### config.mk
export PLATFORM = sky130hd
export DESIGN_NAME = prl_cell
export DESIGN_NICKNAME = d
export VERILOG_FILES = /design/src/hdl/prl_pkg.sv /design/src/hdl/prl_cell.sv
export SDC_FILE = /design/constraint.sdc
export NUM_CORES = 1
export LEC_CHECK = 0
export BUFFER_PORTS_ARGS = -buffer_cell sky130_fd_sc_hd__buf_4
export CORE_AREA = 2 2 129 131
export DETAILED_ROUTE_END_ITERATION = 12
export DIE_AREA = 0 0 131 133
export GPL_TIMING_DRIVEN = 0
export SLEW_MARGIN = 10
export SYNTH_ARGS = -nofsm -noshare
export SYNTH_HDL_FRONTEND = slang
export SYNTH_SLANG_ARGS = --single-unit
export TNS_END_PERCENT = 5
### constraint.sdc
create_clock -name clock -period 8.6 [get_ports clock]
set_input_delay 0.43 -clock clock [delete_from_list [all_inputs] [get_ports clock]]
set_output_delay 0.43 -clock clock [all_outputs]
set_load 0.03 [all_outputs]
### src/hdl/prl_pkg.sv
package prl_pkg;

   localparam int FRAME_W       = 16;
   localparam int PAGE_W        = 16;
   localparam int BITS_W        = 32;
   localparam int MODE_W        = 3;
   localparam int STATUS_W      = 2;
   localparam int ENTRY_COUNT_W = 7;

   localparam logic [MODE_W-1:0] MODE_APPEND    = 3'd0;
   localparam logic [MODE_W-1:0] MODE_POP_FRONT = 3'd1;
   localparam logic [MODE_W-1:0] MODE_POP_REAR  = 3'd2;
   localparam logic [MODE_W-1:0] MODE_TOUCH     = 3'd3;
   localparam logic [MODE_W-1:0] MODE_UPDATE    = 3'd4;
   localparam logic [MODE_W-1:0] MODE_PEEK      = 3'd5;

   localparam logic [STATUS_W-1:0] STATUS_OK    = 2'd0;
   localparam logic [STATUS_W-1:0] STATUS_EMPTY = 2'd1;
   localparam logic [STATUS_W-1:0] STATUS_FULL  = 2'd2;
   localparam logic [STATUS_W-1:0] STATUS_NOKEY = 2'd3;

   typedef struct packed {
      logic [FRAME_W-1:0] frame;
      logic [PAGE_W-1:0]  page;
      logic [BITS_W-1:0]  bits;
   } entry_type;

   // one-hot action broadcast to every cell, already gated by full/empty/hit
   typedef struct packed {
      logic      append;
      logic      pop_front;
      logic      pop_rear;
      logic      touch_move;
      logic      touch_insert;
      logic      update;
      entry_type sup;
   } cell_ctrl_type;

endpackage

### src/hdl/prl_cell.sv
module prl_cell
   import prl_pkg::*;
(
   input  logic          clock,
   input  logic          reset,
   input  cell_ctrl_type ctrl,
   input  entry_type     key,
   input  logic          is_head,
   input  entry_type     prev_entry,
   input  logic          prev_valid,
   input  entry_type     next_entry,
   input  logic          next_valid,
   input  logic          frame_hit_before,
   input  logic          page_hit_before,
   output entry_type     entry,
   output logic          valid,
   output logic          frame_hit_after,
   output logic          page_hit_after
);

   entry_type entry_ff, entry_in;
   logic      valid_ff, valid_in;
   logic      frame_match, page_match;

   assign frame_match     = valid_ff && (entry_ff.frame == key.frame);
   assign page_match      = valid_ff && (entry_ff.page == key.page);
   assign frame_hit_after = frame_hit_before | frame_match;
   assign page_hit_after  = page_hit_before | page_match;
   assign entry           = entry_ff;
   assign valid           = valid_ff;

   always_comb begin
      entry_in = entry_ff;
      valid_in = valid_ff;
      if (ctrl.append) begin
         // fill the first free slot behind the rear
         if (!valid_ff && (is_head || prev_valid)) begin
            entry_in = ctrl.sup;
            valid_in = 1'b1;
         end
      end else if (ctrl.pop_front) begin
         if (valid_ff) begin
            entry_in = next_entry;
            valid_in = next_valid;
         end
      end else if (ctrl.pop_rear) begin
         if (valid_ff && !next_valid) begin
            valid_in = 1'b0;
         end
      end else if (ctrl.touch_move) begin
         // cells up to and including the first hit slide back by one
         if (valid_ff && !frame_hit_before) begin
            entry_in = is_head ? ctrl.sup : prev_entry;
         end
      end else if (ctrl.touch_insert) begin
         entry_in = is_head ? ctrl.sup : prev_entry;
         valid_in = is_head | prev_valid;
      end else if (ctrl.update) begin
         if (page_match && !page_hit_before) begin
            entry_in = ctrl.sup;
         end
      end
   end

   always_ff @(posedge clock) begin
      if (reset) begin
         valid_ff <= 1'b0;
      end else begin
         valid_ff <= valid_in;
      end
   end

   always_ff @(posedge clock) begin
      entry_ff <= entry_in;
   end

endmodule

==> flow_summary.ini <==
[run_status]
outcome = finished clean

[detailed_routing]
drc = 0
drtIter0Drc = 268
wire_per_inst_um = 19.01
wl_um = 17140
drtAntennaViolNets = 0
vias = 4577
viasPerCell = 5.074
drtPass1Iterations = 5

[logic_synthesis]
synth_cells = 363
avgSynthCellArea_um2 = 10.75
syn_nets = 632
yosys_warnings = 0
ys_types = 31
synth_seq_cells = 65
syn-cell-area_mm2 = 0.003902
synth_edf_count = 64
synth_top_area_share_pct = 49.25
postSynth.asyncResetShare_pct = 0
synth_top_area_cell = edfxtp_1
yosys_most_used_dff = edfxtp_1
synthTopCellsByArea = edfxtp_1, a22oi_1, o21ai_0
ys_seq_area_share_pct = 49.76

[min_path]
hold_path_class = in -> reg
hp-start = reset
hold-path-cell-count = 2

[floorplanning]
rows = 47
design.die.area_mm2 = 0.01742
core_area_mm2 = 0.01617
io_pins = 336
fp.dieW_um = 131
die_h_um = 133
initial_core_util_pct = 24.13

[power_and_ir_drop]
p_seq_share_pct = 37.3
p_comb_share_pct = 30.4
vdd_drop_max_uv = 102.8
switching_share_pct = 29.64
internal-power_w = 0.0007695
power.leakage_nw = 2.806
power_per_cell_area_mw_per_mm2 = 161.4
power.switching_w = 0.0003241
clockPowerShare_pct = 32.3

[clocking]
cts_tree = yes
cts_setup_buffers = 0
cts_buffer_depth = 2
ctsRootBufferMaster = clkbuf_16
clock_sinks = 65
clock_latency_ps = 330
hold_buffers = 0
path_clk_slew_ps = 60
htree_levels = 3
cts_resized = 0
cts_buffers = 9

[timing]
finalSetupTns_ps = 0
period_share_pct = 29.35
slew_violations = 0
setup_ws_ps = 6076
clock_skew_ps = 3.594
finalCriticalPeriod_ps = 2524
rsz0062_at_grt = no
finalSetupViolCount = 0
fmax_mhz = 396.1
tightest_slew_ps = 640.5
timing.slew.headroom_pct = 57.25
hold_violations = 0

[layout]
mostFrequentLayoutCells = buf_4, a22oi_1, edfxtp_1, o21ai_0, xnor2_1
nets = 946
diodes = 0
nFillCells = 1627
final_common_cell = buf_4
syn_to_final_growth_pct = 73.68
final_cells = 902
drive_gt1_share_pct = 49.71

[setup_path]
worstSetupPathType = reg -> out
rr_worst_depth = 6
worstSetupEndpoint = page_hit_after
crit_path_max_fanout = 2
crit_start = entry[44]
reg2reg_slack_ps = 6120
cp.required_ps = 8170
rr_endpoint = entry[28]
cp.arrival_ps = 2090
critPathCaptureType = output port
reg2reg_from = valid
worstSetupStartpointType = register

[grt]
grt_pass1_vias = 4629
grtUsageTotal_pct = 18.62
grt_pass1_wl_um = 24700
grt-ovfl-total = 0
grt_max_degree = 26
grt_antenna_before_repair = 0

[placed_design]
io_buffers = 301
place_hpwl_um = 13480
dpl_worst_slack_ps = 5843
place_congestion = 0.8329
dpl.cell_count = 886

[run]
max-cap-violations = 0
[cells in the mapped netlist, types with 4 or more instances]
cell	count
a22oi_1	128
edfxtp_1	64
o21ai_0	54
xnor2_1	25
buf_2	19
clkbuf_1	12
o21ai_1	12
xor2_1	7
buf_1	6
nand4_1	5
nand2_1	4
[sequential cells by signal, indices dropped and copies added, names as in the netlist]
name	count
entry	64
valid	1
[routing by layer]
metal	vias to the layer above	track usage (%)	routed length, µm
li1	2126	-	-
met5	-	0	0
met2	225	33.62	9040
met1	2203	21.52	6573
met3	23	4.125	1233
met4	0	5.969	295
[worst min path at each step]
stage / endpoint / slack, ps
finish: valid / 270
detailed placement: valid / 600
global placement: valid / 600
CTS: valid / 250
global route: valid / 250
floorplan: valid / 500
[logic make-up (layout without fill, tap and decap cells)]
group	count (synthesis)	in the layout	share of synthesized area, %
compound gates	205	205	35.49
xor+xnor	32	32	7.182
buf+inv	38	357	4.264
flops	65	65	49.76
simple gates	23	23	3.303
[stage by stage]
step,hold WS [ps],area (µm²),total power [W],util [%]
3_3_place_gp,595.5,6437,0.0007400,39.81
2_1_floorplan,502.8,3902,0.0005723,-
4_1_cts,248.2,6778,0.001108,41.91
3_5_place_dp,604.2,6491,0.0007480,40.14
6_report,265.8,6778,0.001094,41.91
5_1_grt,250.2,6778,0.001151,41.91
[worst max-delay path: stages (launching register included)]
cell and delay (ps):
edfxtp_1 430, xnor2_1 200, nand4_1 170, or4_4 560, o41ai_2 210, buf_4 210
[power groups by stage]
stage	registers, W	logic [W]	clock network (W)
global placement	0.000418	0.000322	0
finish	0.000407	0.000332	0.000354
CTS	0.000408	0.000335	0.000366
floorplan	0.000476	0.0000968	0
detailed placement	0.000414	0.000334	0
global route	0.000410	0.000357	0.000383
[layout make-up]
| cell class | instances | area, µm² | area share [%] |
|---|---|---|---|
| Clock buffer | 9 | 225.2 | 3.323 |
| Clock inverter | 7 | 61.31 | 0.9046 |
| Sequential cell | 65 | 1942 | 28.65 |
| Buffer | 37 | 162.7 | 2.400 |
| Timing Repair Buffer | 303 | 2300 | 33.93 |
| Multi-Input combinational cell | 260 | 1808 | 26.68 |
| Tap cell | 220 | 275.3 | 4.061 |
| Inverter | 1 | 3.754 | 0.05538 |
(Power assumes the default switching activity.)
